<file path="src/stable_priority_queue_ten_levels_core_macros.svh">
// assertion macros for the stable priority queue core
`ifndef STABLE_PRIORITY_QUEUE_TEN_LEVELS_CORE_MACROS_SVH
`define STABLE_PRIORITY_QUEUE_TEN_LEVELS_CORE_MACROS_SVH
`ifndef SYNTHESIS
`define SPQ_ASSERT(lbl, prop, msg) \
  lbl: assert property (@(posedge clk_i) disable iff (!rst_ni) (prop)) else $error(msg);
`define SPQ_ASSERT_NEVER(lbl, prop, msg) \
  lbl: assert property (@(posedge clk_i) disable iff (!rst_ni) !(prop)) else $error(msg);
`else
`define SPQ_ASSERT(lbl, prop, msg)
`define SPQ_ASSERT_NEVER(lbl, prop, msg)
`endif
`endif

</file>
<file path="src/spq_pkg.sv">
// shared constants, types and helpers of the stable priority queue
`default_nettype none
package spq_pkg;

  localparam int unsigned CAPACITY = 16;
  localparam int unsigned LEVELS   = 10;
  localparam int unsigned VALUE_W  = 32;
  localparam int unsigned PRIO_W   = 4;
  localparam int unsigned SLOT_W   = $clog2(CAPACITY);
  localparam int unsigned COUNT_W  = $clog2(CAPACITY + 1);
  localparam int unsigned LVL_W    = $clog2(LEVELS);

  localparam logic ACT_ENQ = 1'b0;
  localparam logic ACT_DEQ = 1'b1;

  typedef enum logic [1:0] {
    STAT_OK    = 2'd0,
    STAT_FULL  = 2'd1,
    STAT_EMPTY = 2'd2
  } status_e;

  typedef struct packed {
    logic              we;
    logic [SLOT_W-1:0] waddr;
    logic [SLOT_W-1:0] wdata;
    logic              re;
    logic [SLOT_W-1:0] raddr;
  } link_req_t;

  // lowest set level, zero when none is set
  function automatic logic [LVL_W-1:0] first_level(input logic [LEVELS-1:0] ne);
    logic [LVL_W-1:0] idx;
    idx = '0;
    for (int i = LEVELS - 1; i >= 0; i--) begin
      if (ne[i]) idx = LVL_W'(i);
    end
    return idx;
  endfunction

endpackage
`default_nettype wire

</file>
<file path="src/spq_ram.sv">
// generic single-write, single-read ram with registered read data
`default_nettype none
module spq_ram #(
  parameter int unsigned WIDTH = 8,
  parameter int unsigned DEPTH = 16
) (
  input  wire logic                     clk_i,
  input  wire logic                     we_i,
  input  wire logic [$clog2(DEPTH)-1:0] waddr_i,
  input  wire logic [WIDTH-1:0]         wdata_i,
  input  wire logic                     re_i,
  input  wire logic [$clog2(DEPTH)-1:0] raddr_i,
  output      logic [WIDTH-1:0]         rdata_o
);

  logic [WIDTH-1:0] mem_q [DEPTH];
  logic [WIDTH-1:0] rdata_q;

  // read returns the old contents on a same-address write
  always_ff @(posedge clk_i) begin
    if (we_i) mem_q[waddr_i] <= wdata_i;
    if (re_i) rdata_q <= mem_q[raddr_i];
  end

  assign rdata_o = rdata_q;

endmodule
`default_nettype wire

</file>
<file path="src/spq_link_store.sv">
// link memory with per-slot written flags, unwritten slots read as the free chain
`default_nettype none
module spq_link_store (
  input  wire logic                      clk_i,
  input  wire logic                      rst_ni,
  input  wire spq_pkg::link_req_t        req_i,
  output      logic [spq_pkg::SLOT_W-1:0] link_o
);

  logic [spq_pkg::CAPACITY-1:0] written_q;
  logic                         rd_written_q;
  logic [spq_pkg::SLOT_W-1:0]   raddr_q;
  logic [spq_pkg::SLOT_W-1:0]   ram_rdata;
  logic [spq_pkg::SLOT_W-1:0]   chain_next;

  spq_ram #(
    .WIDTH(spq_pkg::SLOT_W),
    .DEPTH(spq_pkg::CAPACITY)
  ) u_ram (
    .clk_i  (clk_i),
    .we_i   (req_i.we),
    .waddr_i(req_i.waddr),
    .wdata_i(req_i.wdata),
    .re_i   (req_i.re),
    .raddr_i(req_i.raddr),
    .rdata_o(ram_rdata)
  );

  always_ff @(posedge clk_i or negedge rst_ni) begin
    if (!rst_ni) begin
      written_q    <= '0;
      rd_written_q <= 1'b0;
      raddr_q      <= '0;
    end else begin
      if (req_i.re) begin
        rd_written_q <= written_q[req_i.raddr];
        raddr_q      <= req_i.raddr;
      end
      if (req_i.we) written_q[req_i.waddr] <= 1'b1;
    end
  end

  // reset chain: slot i points at i+1, last slot wraps to zero
  assign chain_next = (raddr_q == spq_pkg::SLOT_W'(spq_pkg::CAPACITY - 1)) ? '0
                    : spq_pkg::SLOT_W'(raddr_q + 1'b1);
  assign link_o = rd_written_q ? ram_rdata : chain_next;

endmodule
`default_nettype wire

</file>
<file path="src/stable_priority_queue_ten_levels_core.sv">
// top level of the stable ten-level priority queue
// Stable priority queue, levels 0 (served first) to 9, 16 entries. Every input
// transfer (enqueue or dequeue) yields exactly one result transfer. An item
// passes from input transfer to result through the states IDLE (the transfer),
// EXEC (reads and writes the link and value memories), LINK (takes the link
// read back and reads the new head's value) and RESP (loads the output
// register, waiting while it is still held). The next input transfer is taken
// while a result waits there. The rate is set by the registered reads of the
// link and value memories, which are walked one after the other.
`default_nettype none
`include "stable_priority_queue_ten_levels_core_macros.svh"
module stable_priority_queue_ten_levels_core (
  input  wire logic                        clk_i,
  input  wire logic                        rst_ni,
  input  wire logic                        in_valid_i,
  output      logic                        in_stall_o,
  input  wire logic                        action_i,
  input  wire logic signed [spq_pkg::VALUE_W-1:0] value_i,
  input  wire logic [spq_pkg::PRIO_W-1:0]  priority_req_i,
  output      logic                        out_valid_o,
  input  wire logic                        out_stall_i,
  output      logic [1:0]                  status_o,
  output      logic signed [spq_pkg::VALUE_W-1:0] taken_value_o,
  output      logic                        head_valid_o,
  output      logic signed [spq_pkg::VALUE_W-1:0] head_value_o,
  output      logic [spq_pkg::PRIO_W-1:0]  head_priority_o,
  output      logic [spq_pkg::COUNT_W-1:0] occupancy_o
);

  typedef enum logic [3:0] {
    ST_IDLE = 4'b0001,
    ST_EXEC = 4'b0010,
    ST_LINK = 4'b0100,
    ST_RESP = 4'b1000
  } state_e;

  state_e                       state_q, state_d;
  logic                         act_q;
  logic [spq_pkg::VALUE_W-1:0]  val_q;
  logic [spq_pkg::LVL_W-1:0]    lvl_q;
  logic [spq_pkg::SLOT_W-1:0]   level_head_q [spq_pkg::LEVELS];
  logic [spq_pkg::SLOT_W-1:0]   level_tail_q [spq_pkg::LEVELS];
  logic [spq_pkg::LEVELS-1:0]   nonempty_q;
  logic [spq_pkg::SLOT_W-1:0]   free_head_q;
  logic [spq_pkg::COUNT_W-1:0]  count_q;
  logic                         ok_q;
  logic                         last_q;
  logic [spq_pkg::LVL_W-1:0]    deq_lvl_q;
  spq_pkg::status_e             status_q;
  logic [spq_pkg::VALUE_W-1:0]  taken_q;
  logic                         hv_q;
  logic [spq_pkg::PRIO_W-1:0]   hp_q;

  logic                         out_valid_q;
  logic [1:0]                   out_status_q;
  logic [spq_pkg::VALUE_W-1:0]  out_taken_q;
  logic                         out_hv_q;
  logic [spq_pkg::VALUE_W-1:0]  out_hval_q;
  logic [spq_pkg::PRIO_W-1:0]   out_hp_q;
  logic [spq_pkg::COUNT_W-1:0]  out_count_q;

  logic                         in_xfer;
  logic                         out_free;
  logic                         full;
  logic                         any_ne;
  logic [spq_pkg::LVL_W-1:0]    low_lvl;
  logic [spq_pkg::SLOT_W-1:0]   link_next;
  logic [spq_pkg::SLOT_W-1:0]   head_addr;
  spq_pkg::link_req_t           link_req;
  logic                         val_we;
  logic [spq_pkg::SLOT_W-1:0]   val_waddr;
  logic                         val_re;
  logic [spq_pkg::SLOT_W-1:0]   val_raddr;
  logic [spq_pkg::VALUE_W-1:0]  val_rdata;

  assign in_stall_o = (state_q != ST_IDLE);
  assign in_xfer    = in_valid_i && !in_stall_o;
  assign out_free   = !out_valid_q || !out_stall_i;
  assign full       = (count_q == spq_pkg::COUNT_W'(spq_pkg::CAPACITY));
  assign any_ne     = |nonempty_q;
  assign low_lvl    = spq_pkg::first_level(nonempty_q);

  // new head of the dequeued level is still in flight from the link memory
  assign head_addr = (act_q == spq_pkg::ACT_DEQ && ok_q && !last_q && low_lvl == deq_lvl_q)
                   ? link_next : level_head_q[low_lvl];

  spq_ram #(
    .WIDTH(spq_pkg::VALUE_W),
    .DEPTH(spq_pkg::CAPACITY)
  ) u_value_ram (
    .clk_i  (clk_i),
    .we_i   (val_we),
    .waddr_i(val_waddr),
    .wdata_i(val_q),
    .re_i   (val_re),
    .raddr_i(val_raddr),
    .rdata_o(val_rdata)
  );

  spq_link_store u_link (
    .clk_i (clk_i),
    .rst_ni(rst_ni),
    .req_i (link_req),
    .link_o(link_next)
  );

  always_comb begin
    link_req  = '0;
    val_we    = 1'b0;
    val_waddr = free_head_q;
    val_re    = 1'b0;
    val_raddr = head_addr;
    state_d   = state_q;
    unique case (state_q)
      ST_IDLE: begin
        if (in_xfer) state_d = ST_EXEC;
      end
      ST_EXEC: begin
        if (act_q == spq_pkg::ACT_ENQ) begin
          if (!full) begin
            val_we         = 1'b1;
            link_req.re    = 1'b1;
            link_req.raddr = free_head_q;
            link_req.we    = nonempty_q[lvl_q];
            link_req.waddr = level_tail_q[lvl_q];
            link_req.wdata = free_head_q;
          end
        end else if (any_ne) begin
          val_re         = 1'b1;
          val_raddr      = level_head_q[low_lvl];
          link_req.re    = 1'b1;
          link_req.raddr = level_head_q[low_lvl];
          link_req.we    = 1'b1;
          link_req.waddr = level_head_q[low_lvl];
          link_req.wdata = free_head_q;
        end
        state_d = ST_LINK;
      end
      ST_LINK: begin
        val_re  = 1'b1;
        state_d = ST_RESP;
      end
      ST_RESP: begin
        if (out_free) state_d = ST_IDLE;
      end
      default: state_d = ST_IDLE;
    endcase
  end

  always_ff @(posedge clk_i or negedge rst_ni) begin
    if (!rst_ni) begin
      state_q      <= ST_IDLE;
      act_q        <= spq_pkg::ACT_ENQ;
      val_q        <= '0;
      lvl_q        <= '0;
      for (int i = 0; i < spq_pkg::LEVELS; i++) begin
        level_head_q[i] <= '0;
        level_tail_q[i] <= '0;
      end
      nonempty_q   <= '0;
      free_head_q  <= '0;
      count_q      <= '0;
      ok_q         <= 1'b0;
      last_q       <= 1'b0;
      deq_lvl_q    <= '0;
      status_q     <= spq_pkg::STAT_OK;
      taken_q      <= '0;
      hv_q         <= 1'b0;
      hp_q         <= '0;
      out_valid_q  <= 1'b0;
      out_status_q <= '0;
      out_taken_q  <= '0;
      out_hv_q     <= 1'b0;
      out_hval_q   <= '0;
      out_hp_q     <= '0;
      out_count_q  <= '0;
    end else begin
      state_q <= state_d;
      if (out_valid_q && !out_stall_i && state_q != ST_RESP) out_valid_q <= 1'b0;

      unique case (state_q)
        ST_IDLE: begin
          if (in_xfer) begin
            act_q <= action_i;
            val_q <= value_i;
            // out-of-range levels fold into the last one
            lvl_q <= (int'(priority_req_i) >= spq_pkg::LEVELS)
                   ? spq_pkg::LVL_W'(spq_pkg::LEVELS - 1)
                   : spq_pkg::LVL_W'(priority_req_i);
          end
        end
        ST_EXEC: begin
          deq_lvl_q <= low_lvl;
          if (act_q == spq_pkg::ACT_ENQ) begin
            last_q <= 1'b0;
            if (full) begin
              ok_q     <= 1'b0;
              status_q <= spq_pkg::STAT_FULL;
            end else begin
              ok_q     <= 1'b1;
              status_q <= spq_pkg::STAT_OK;
              if (!nonempty_q[lvl_q]) begin
                level_head_q[lvl_q] <= free_head_q;
                nonempty_q[lvl_q]   <= 1'b1;
              end
              level_tail_q[lvl_q] <= free_head_q;
              count_q <= spq_pkg::COUNT_W'(count_q + 1'b1);
            end
          end else if (!any_ne) begin
            ok_q     <= 1'b0;
            last_q   <= 1'b0;
            status_q <= spq_pkg::STAT_EMPTY;
          end else begin
            ok_q        <= 1'b1;
            status_q    <= spq_pkg::STAT_OK;
            free_head_q <= level_head_q[low_lvl];
            last_q      <= (level_head_q[low_lvl] == level_tail_q[low_lvl]);
            if (level_head_q[low_lvl] == level_tail_q[low_lvl]) begin
              nonempty_q[low_lvl] <= 1'b0;
            end
            if (count_q != '0) count_q <= spq_pkg::COUNT_W'(count_q - 1'b1);
          end
        end
        ST_LINK: begin
          if (ok_q) begin
            if (act_q == spq_pkg::ACT_ENQ) begin
              free_head_q <= link_next;
            end else if (!last_q) begin
              level_head_q[deq_lvl_q] <= link_next;
            end
          end
          taken_q <= (act_q == spq_pkg::ACT_DEQ && ok_q) ? val_rdata : '0;
          hv_q    <= any_ne;
          hp_q    <= any_ne ? spq_pkg::PRIO_W'(low_lvl) : '0;
        end
        ST_RESP: begin
          if (out_free) begin
            out_valid_q  <= 1'b1;
            out_status_q <= status_q;
            out_taken_q  <= taken_q;
            out_hv_q     <= hv_q;
            out_hval_q   <= hv_q ? val_rdata : '0;
            out_hp_q     <= hp_q;
            out_count_q  <= count_q;
          end
        end
        default: ;
      endcase
    end
  end

  assign out_valid_o     = out_valid_q;
  assign status_o        = out_status_q;
  assign taken_value_o   = out_taken_q;
  assign head_valid_o    = out_hv_q;
  assign head_value_o    = out_hval_q;
  assign head_priority_o = out_hp_q;
  assign occupancy_o     = out_count_q;

  `SPQ_ASSERT_NEVER(a_count_bound,
    count_q > spq_pkg::COUNT_W'(spq_pkg::CAPACITY), "count above capacity")
  `SPQ_ASSERT(a_levels_match_count,
    state_q == ST_IDLE |-> (any_ne == (count_q != '0)), "level flags disagree with count")
  `SPQ_ASSERT(a_head_flag,
    out_valid_q |-> (out_hv_q == (out_count_q != '0)), "head flag disagrees with occupancy")
  `SPQ_ASSERT(a_full_status,
    out_valid_q && out_status_q == spq_pkg::STAT_FULL
      |-> out_count_q == spq_pkg::COUNT_W'(spq_pkg::CAPACITY), "full reported below capacity")

endmodule
`default_nettype wire
</file>
<file path="config.mk">
export PLATFORM = sky130hd
export DESIGN_NAME = stable_priority_queue_ten_levels_core
export DESIGN_NICKNAME = d
export VERILOG_FILES = /design/src/spq_pkg.sv /design/src/spq_ram.sv /design/src/spq_link_store.sv /design/src/stable_priority_queue_ten_levels_core.sv
export VERILOG_INCLUDE_DIRS = /design/src /design/src/src
export SDC_FILE = /design/constraint.sdc
export NUM_CORES = 1
export LEC_CHECK = 0
export ABC_CLOCK_PERIOD_IN_PS = 5300
export BUFFER_PORTS_ARGS = -buffer_cell sky130_fd_sc_hd__buf_2
export CAP_MARGIN = 15
export CORE_MARGIN = 2
export CORE_UTILIZATION = 50
export DETAILED_ROUTE_END_ITERATION = 8
export PLACE_DENSITY = 0.69
export SYNTH_ARGS = -nofsm -noshare
export SYNTH_HDL_FRONTEND = slang
export SYNTH_SLANG_ARGS = --single-unit
</file>
<file path="constraint.sdc">
create_clock -name clk_i -period 5.3 [get_ports clk_i]
set_clock_uncertainty 0.05 [all_clocks]
set_input_delay 0.795 -clock clk_i [delete_from_list [all_inputs] [get_ports clk_i]]
set_output_delay 0.795 -clock clk_i [all_outputs]
set_load 0.02 [all_outputs]
</file>
==> results of run 1 <==
## flip-flops by register name, summed over array words and instances (netlist names), 5 cells and up
register	count
nonempty_q	10
level_head_q	40
val_q	32
u_value_ram.mem_q	512
u_link.u_ram.mem_q	64
head_value_o	32
taken_q	32
u_link.written_q	16
count_q	5
taken_value_o	32
occupancy_o	5
u_value_ram.rdata_o	32
level_tail_q	40
## cell usage after synthesis, types with 5 or more instances
library cell,instances
a211o_1,7
a211oi_1,135
a21o_1,15
a21oi_1,18
a31oi_1,15
and2_1,13
buf_1,15
buf_2,39
buf_4,13
buf_6,16
clkbuf_1,76
dfrtp_1,282
edfxtp_1,612
inv_1,14
mux2_1,41
mux2_2,145
mux2_4,27
mux2i_1,206
mux4_2,10
nand2_1,318
nand2b_1,9
nand3_1,75
nor2_1,210
nor2b_1,15
nor3_1,18
nor3b_1,6
nor4_1,7
o211ai_1,5
o21a_1,44
o21ai_0,72
o221ai_1,45
o22ai_1,9
o2bb2ai_1,6
o31ai_1,5
or2_2,19
or4_1,32
xnor2_1,5
xor2_1,5
## cells in the final DEF, fill, tap and decap left out, drive strengths merged, types with 4 or more instances in the layout
| master | instances |
|---|---|
| o21ai | 76 |
| a211oi | 136 |
| a21o | 15 |
| clkinv | 28 |
| bufinv | 8 |
| and3 | 4 |
| a211o | 7 |
| nor4 | 9 |
| o31ai | 6 |
| mux4 | 10 |
| nor2 | 212 |
| a21oi | 21 |
| edfxtp | 612 |
| nor3 | 21 |
| mux2 | 213 |
| nor3b | 6 |
| and2 | 14 |
| clkbuf | 128 |
| nand2 | 319 |
| nand3 | 75 |
| mux2i | 206 |
| or4 | 34 |
| o22ai | 9 |
| a22o | 4 |
| buf | 175 |
| ha | 4 |
| dfrtp | 282 |
| nor2b | 15 |
| o211ai | 5 |
| xnor2 | 5 |
| a31oi | 16 |
| a22oi | 4 |
| o221ai | 45 |
| inv | 20 |
| xor2 | 5 |
| nand2b | 9 |
| o21a | 44 |
| or2 | 20 |
| o2bb2ai | 6 |
## through the flow
step / hold slack, ns / instance area [µm²] / worst slack, ns
after floorplan: 0.377 / 37700 / 0.705
after global placement: 0.387 / 39400 / 0.985
after detailed placement: 0.396 / 39400 / 0.900
after CTS: 0.247 / 42500 / 0.903
after global routing: 0.272 / 42500 / 0.496
final: 0.278 / 42500 / 0.775
## critical path: cells and delay by family, from the launching register on
| kind | cells | cell delay (ns) |
|---|---|---|
| AND/OR/NAND/NOR | 5 | 2.31 |
| buffers and inverters | 2 | 0.66 |
| flip-flops | 1 | 0.49 |
| AO/OA/AOI/OAI | 2 | 0.46 |
| XOR/XNOR | 1 | 0.18 |
## worst max path at each step
| stage | start | to | slack [ns] | cells after the start |
|---|---|---|---|---|
| finish | nonempty_q[7] | u_value_ram.rdata_o[17] | 0.78 | 10 |
| global route | nonempty_q[7] | u_value_ram.rdata_o[17] | 0.50 | 10 |
| CTS | nonempty_q[4] | u_value_ram.rdata_o[3] | 0.90 | 13 |
| detailed placement | nonempty_q[4] | u_value_ram.rdata_o[3] | 0.90 | 13 |
| global placement | nonempty_q[7] | u_value_ram.rdata_o[30] | 0.99 | 9 |
| floorplan | state_q[3] | u_value_ram.mem_q[0][0] | 0.70 | 7 |
## routing by layer
metal	track usage, %	share of wire [%]
met5	0	0.014
met4	7.65	2.6
met3	3.74	7.5
met2	37.3	46
met1	34.9	44
## cells by family (layout without fill, tap and decap cells)
logic type                 after synthesis  after routing
DFF                                    895            895
AOI/OAI and AO/OA                      417            417
muxes                                  429            429
and+or+nand+nor                        750            750
xor gates and xnor gates                10             10
buffers and inverters                  174            363
adders and majority gates                5              5
## where the power goes
| group | switching [W] | internal, W |
|---|---|---|
| Sequential | 0.00128 | 0.00902 |
| Clock | 0.00268 | 0.00381 |
| Combinational | 0.00633 | 0.00421 |
## final cells by class
| type | count | area, µm² |
|---|---|---|
| Clock inverter | 44 | 492 |
| Sequential cell | 895 | 25500 |
| Tap cell | 969 | 1210 |
| Clock buffer | 128 | 2580 |
| Inverter | 15 | 56.3 |
| Multi-Input combinational cell | 1611 | 11500 |
| Timing Repair Buffer | 176 | 1210 |
| Fill cell | 5748 | 32000 |
==> impl_metrics.tcl, run 1 <==
set metrics [dict create \
    ys_seq_area_share_pct 67.6 \
    die_height_um 279 \
    avgRoutedWirePerCell_um 24.3 \
    syn2layout_area_growth_pct 12.9 \
    instances_no_fill 3838 \
    grt_usage_pct 24.0 \
    routed_wl_mm 93.1 \
    min_to "val_q[30]" \
    required_ns 5.63 \
    drt-pass1-iter-count 8 \
    dr_total_vias 23000 \
    cts_setup_buffers 0 \
    finalSetupTns_ns 0 \
    synth_seq_cells 895 \
    numCtsBuffers 91 \
    core.rowCount 100 \
    critical_path_arrival_ns 4.86 \
    die_w_um 279 \
    globalplace.congestion 1.00 \
    start_kind "flip-flop" \
    port_buffers 118 \
    syn_nets 2726 \
    synthMuxAreaShare_pct 12.7 \
    slowest_delay_ns 0.61 \
    die-area_um2 77600 \
    r2r.worst_path.cells 10 \
    synth-async-reset-ratio_pct 31.6 \
    syn_avg_cell_area_um2 14.1 \
    grt_max_degree 151 \
    cts_buffer_depth 3 \
    grt_pass1_vias 22700 \
    fin_nets 2836 \
    fin_crit_ns 4.52 \
    setup_viol 0 \
    grt-ovfl-total 0 \
    r2r-end "u_value_ram.rdata_o[17]" \
    worstMarginPinSlew_ns 1.19 \
    synthFlopType "edfxtp_1" \
    netlist_area_um2 37700 \
    p_leak_nw 16.5 \
    syn_inst 2680 \
    hp-class "in -> reg" \
    hold_path_depth 3 \
    ctsHoldBuffers 1 \
    final_hold_viol_count 0 \
    fin_util_pct 57.0 \
    path_cells "nor4_2 > nand3_1 > xnor2_1 > nor4b_1 > nand3_1 > a21oi_4 > buf_12 > buf_12 > a211oi_1 > or4_1" \
    grt_pass1_wl_mm 141 \
    max_freq_ghz 0.221 \
    root_buffer "clkbuf_16" \
    synth-edff-count 612 \
    yosysWarnings 0 \
    end_kind "flip-flop" \
    vdd_drop_max_mv 0.916 \
    drive_above_1_share_pct 19.7 \
    post-route-period-util_pct 85.4 \
    drc_errors 0 \
    synth-simple-area-share_pct 8.93 \
    drt_iter0_markers 2244 \
    antenna_found_initial 1 \
    r2r_slack_ns 0.78 \
    status "finished clean" \
    p_total_w 0.0273 \
    synth.area.top_cells "edfxtp_1 49%, dfrtp_1 19%, mux2i_1 5.5%" \
    cp_slowest_cell "nor4_2" \
    final_max_slew_viol_count 0 \
    synth_top_family_by_area "multiplexers" \
    ant_nets 0 \
    synth_area_leader_cell "edfxtp_1" \
    cts.reportedPaths.clkPinSlew_ns 0.06 \
    yosys.cell_types.count 83 \
    cts_tree "done" \
    cap_violations 0 \
    insertion_delay_ns 0.66 \
    cts_resized 0 \
    core_region_area_um2 74600 \
    synthAdderAreaFrac_pct 0.186 \
    synth_xor_area_share_pct 0.232 \
    placed_cells_incl_taps 3665 \
    relSlewSlack_pct 20.0 \
    worstSetupPathType "reg -> reg" \
    h-tree-depth 3 \
    path_max_fanout 110 \
    start_util_pct 50.5 \
    synth_compound_area_share_pct 8.07 \
    min_from "value_i[30]" \
    hpwlAfterDp_mm 55.6 \
    synth_top_area_share_pct 48.8 \
    p_per_area_nw_per_um2 643 \
    num_io_pins 119 \
    antennaDiodeCount 0 \
    cts_sinks 895 \
    vias_per_cell 6.00 \
    r2r_start "nonempty_q[7]" \
    rsz0062_at_grt "no" \
]
(Power assumes the default switching activity.)
==> run 2: changes to the inputs <==
Settings changed: ABC_CLOCK_PERIOD_IN_PS 5300 to 5500, CAP_MARGIN 15 to not set, CORE_MARGIN 2 to not set, PLACE_DENSITY 0.69 to 0.66.
Clock period 5.3 ns to 5.5 ns, I/O delays scaled along.
==> impl_metrics.tcl, run 2 (synthesis gave the netlist of run 1 again) <==
set metrics [dict create \
    status "finished clean" \
    cts.reportedPaths.clkPinSlew_ns 0.06 \
    ant_nets 0 \
    placed_cells_incl_taps 3676 \
    numCtsBuffers 92 \
    required_ns 5.83 \
    p_leak_nw 16.6 \
    hp-class "in -> async" \
    syn2layout_area_growth_pct 13.4 \
    layout_commonest_cell "edfxtp_1" \
    vias_per_cell 5.96 \
    fin_crit_ns 4.84 \
    worstSetupPathType "reg -> reg" \
    routed_wl_mm 96.7 \
    vdd_drop_max_mv 0.517 \
    final_hold_viol_count 0 \
    post-route-period-util_pct 87.9 \
    final_max_slew_viol_count 0 \
    largest_register "u_value_ram.mem_q" \
    grt_usage_pct 25.2 \
    start_util_pct 50.6 \
    drive_above_1_share_pct 20.4 \
    drt_iter0_markers 2344 \
    path_max_fanout 64 \
    num_io_pins 119 \
    h-tree-depth 3 \
    instances_no_fill 3847 \
    cts_setup_buffers 0 \
    globalplace.congestion 0.947 \
    grt-ovfl-total 0 \
    max_freq_ghz 0.207 \
    die-area_um2 76500 \
    grt_pass1_vias 22500 \
    hpwlAfterDp_mm 59.5 \
    insertion_delay_ns 0.65 \
    dr_total_vias 22900 \
    root_buffer "clkbuf_16" \
    core_region_area_um2 74400 \
    setup_viol 0 \
    largest_reg_flops 512 \
    cap_violations 0 \
    grt_max_degree 116 \
    port_buffers 118 \
    die_w_um 277 \
    grt_pass1_wl_mm 145 \
    relSlewSlack_pct 21.0 \
    start_kind "flip-flop" \
    cts_buffer_depth 3 \
    cts_sinks 895 \
    p_per_area_nw_per_um2 624 \
    reg.largest.list "u_value_ram.mem_q x512, u_link.u_ram.mem_q x64" \
    cts_resized 0 \
    finalSetupTns_ns 0 \
    worstMarginPinSlew_ns 1.18 \
    p_total_w 0.0267 \
    final_cell_mix "612 x edfxtp_1, 316 x nand2_1, 282 x dfrtp_1" \
    drc_errors 0 \
    cts_tree "done" \
    antenna_found_initial 1 \
    avgRoutedWirePerCell_um 25.1 \
    critical_path_arrival_ns 5.17 \
    antennaDiodeCount 0 \
    rsz0062_at_grt "no" \
    ctsHoldBuffers 0 \
    fin_nets 2847 \
    end_kind "flip-flop" \
    core.rowCount 100 \
    nFillCells 5793 \
    drt-pass1-iter-count 5 \
    hold_slack_ns 0.194 \
    die_height_um 277 \
]
run 2: final timing paths:
path | slack [ns] | from | cells past startpoint | to
worst min register to register | 0.41 | taken_q[22] | 2 | taken_q[22]
worst max register to register | 0.66 | nonempty_q[8] | 12 | u_value_ram.rdata_o[12]
worst max-delay path | 0.66 | nonempty_q[8] | 12 | u_value_ram.rdata_o[12]
worst min-delay path | 0.19 | rst_ni | 1 | count_q[3]
min in group clk_i | 0.32 | value_i[15] | 3 | val_q[15]
max in group asynchronous | 4.01 | rst_ni | 2 | level_tail_q[14]
run 2: area by class of cell:
| type | instances | area (µm²) | share of cell area (%) |
|---|---|---|---|
| sequential | 895 | 25500 | 59.6 |
| multi-input combinational | 1611 | 11500 | 26.9 |
| clock buffer | 132 | 2680 | 6.27 |
| timing repair buffer | 186 | 1270 | 2.98 |
| tap | 969 | 1210 | 2.84 |
| clock inverter | 39 | 541 | 1.26 |
| inverter | 15 | 56.3 | 0.132 |
run 2: per-layer routing:
layer  vias to the layer above  track usage [%]  wire length, µm  share of wire (%)
li1                      10300                -                -                  -
met1                     11600             37.1            43900                 45
met2                       855             39.2            44200                 46
met3                       138             4.01             6680                6.9
met4                         2             6.40             1870                1.9
met5                         -                0               13              0.013
run 2: critical path, cell delays in order (launching register included):
cell      delay, ns
dfrtp_1        0.39
and2b_1        0.27
o311ai_2       0.49
a21o_1         0.59
a211oi_1       0.20
a211o_1        0.44
o31ai_4        0.24
buf_4          0.33
buf_12         0.36
mux2_2         0.40
nor2_1         0.11
a211oi_1       0.06
or4_1          0.53
run 2: metrics by stage:
step	instance area (µm²)	setup WS, ns	util [%]
2_1_floorplan	37700	0.139	-
3_3_place_gp	39500	0.750	53.1
3_5_place_dp	39500	0.718	53.1
4_1_cts	42700	0.712	57.4
5_1_grt	42700	0.483	57.4
6_report	42700	0.664	57.4
run 2: where the power goes:
| group | switching (W) | total (W) | internal [W] |
|---|---|---|---|
| combinational | 0.00620 | 0.0103 | 0.00409 |
| clock | 0.00264 | 0.00653 | 0.00389 |
| sequential | 0.00118 | 0.00987 | 0.00869 |
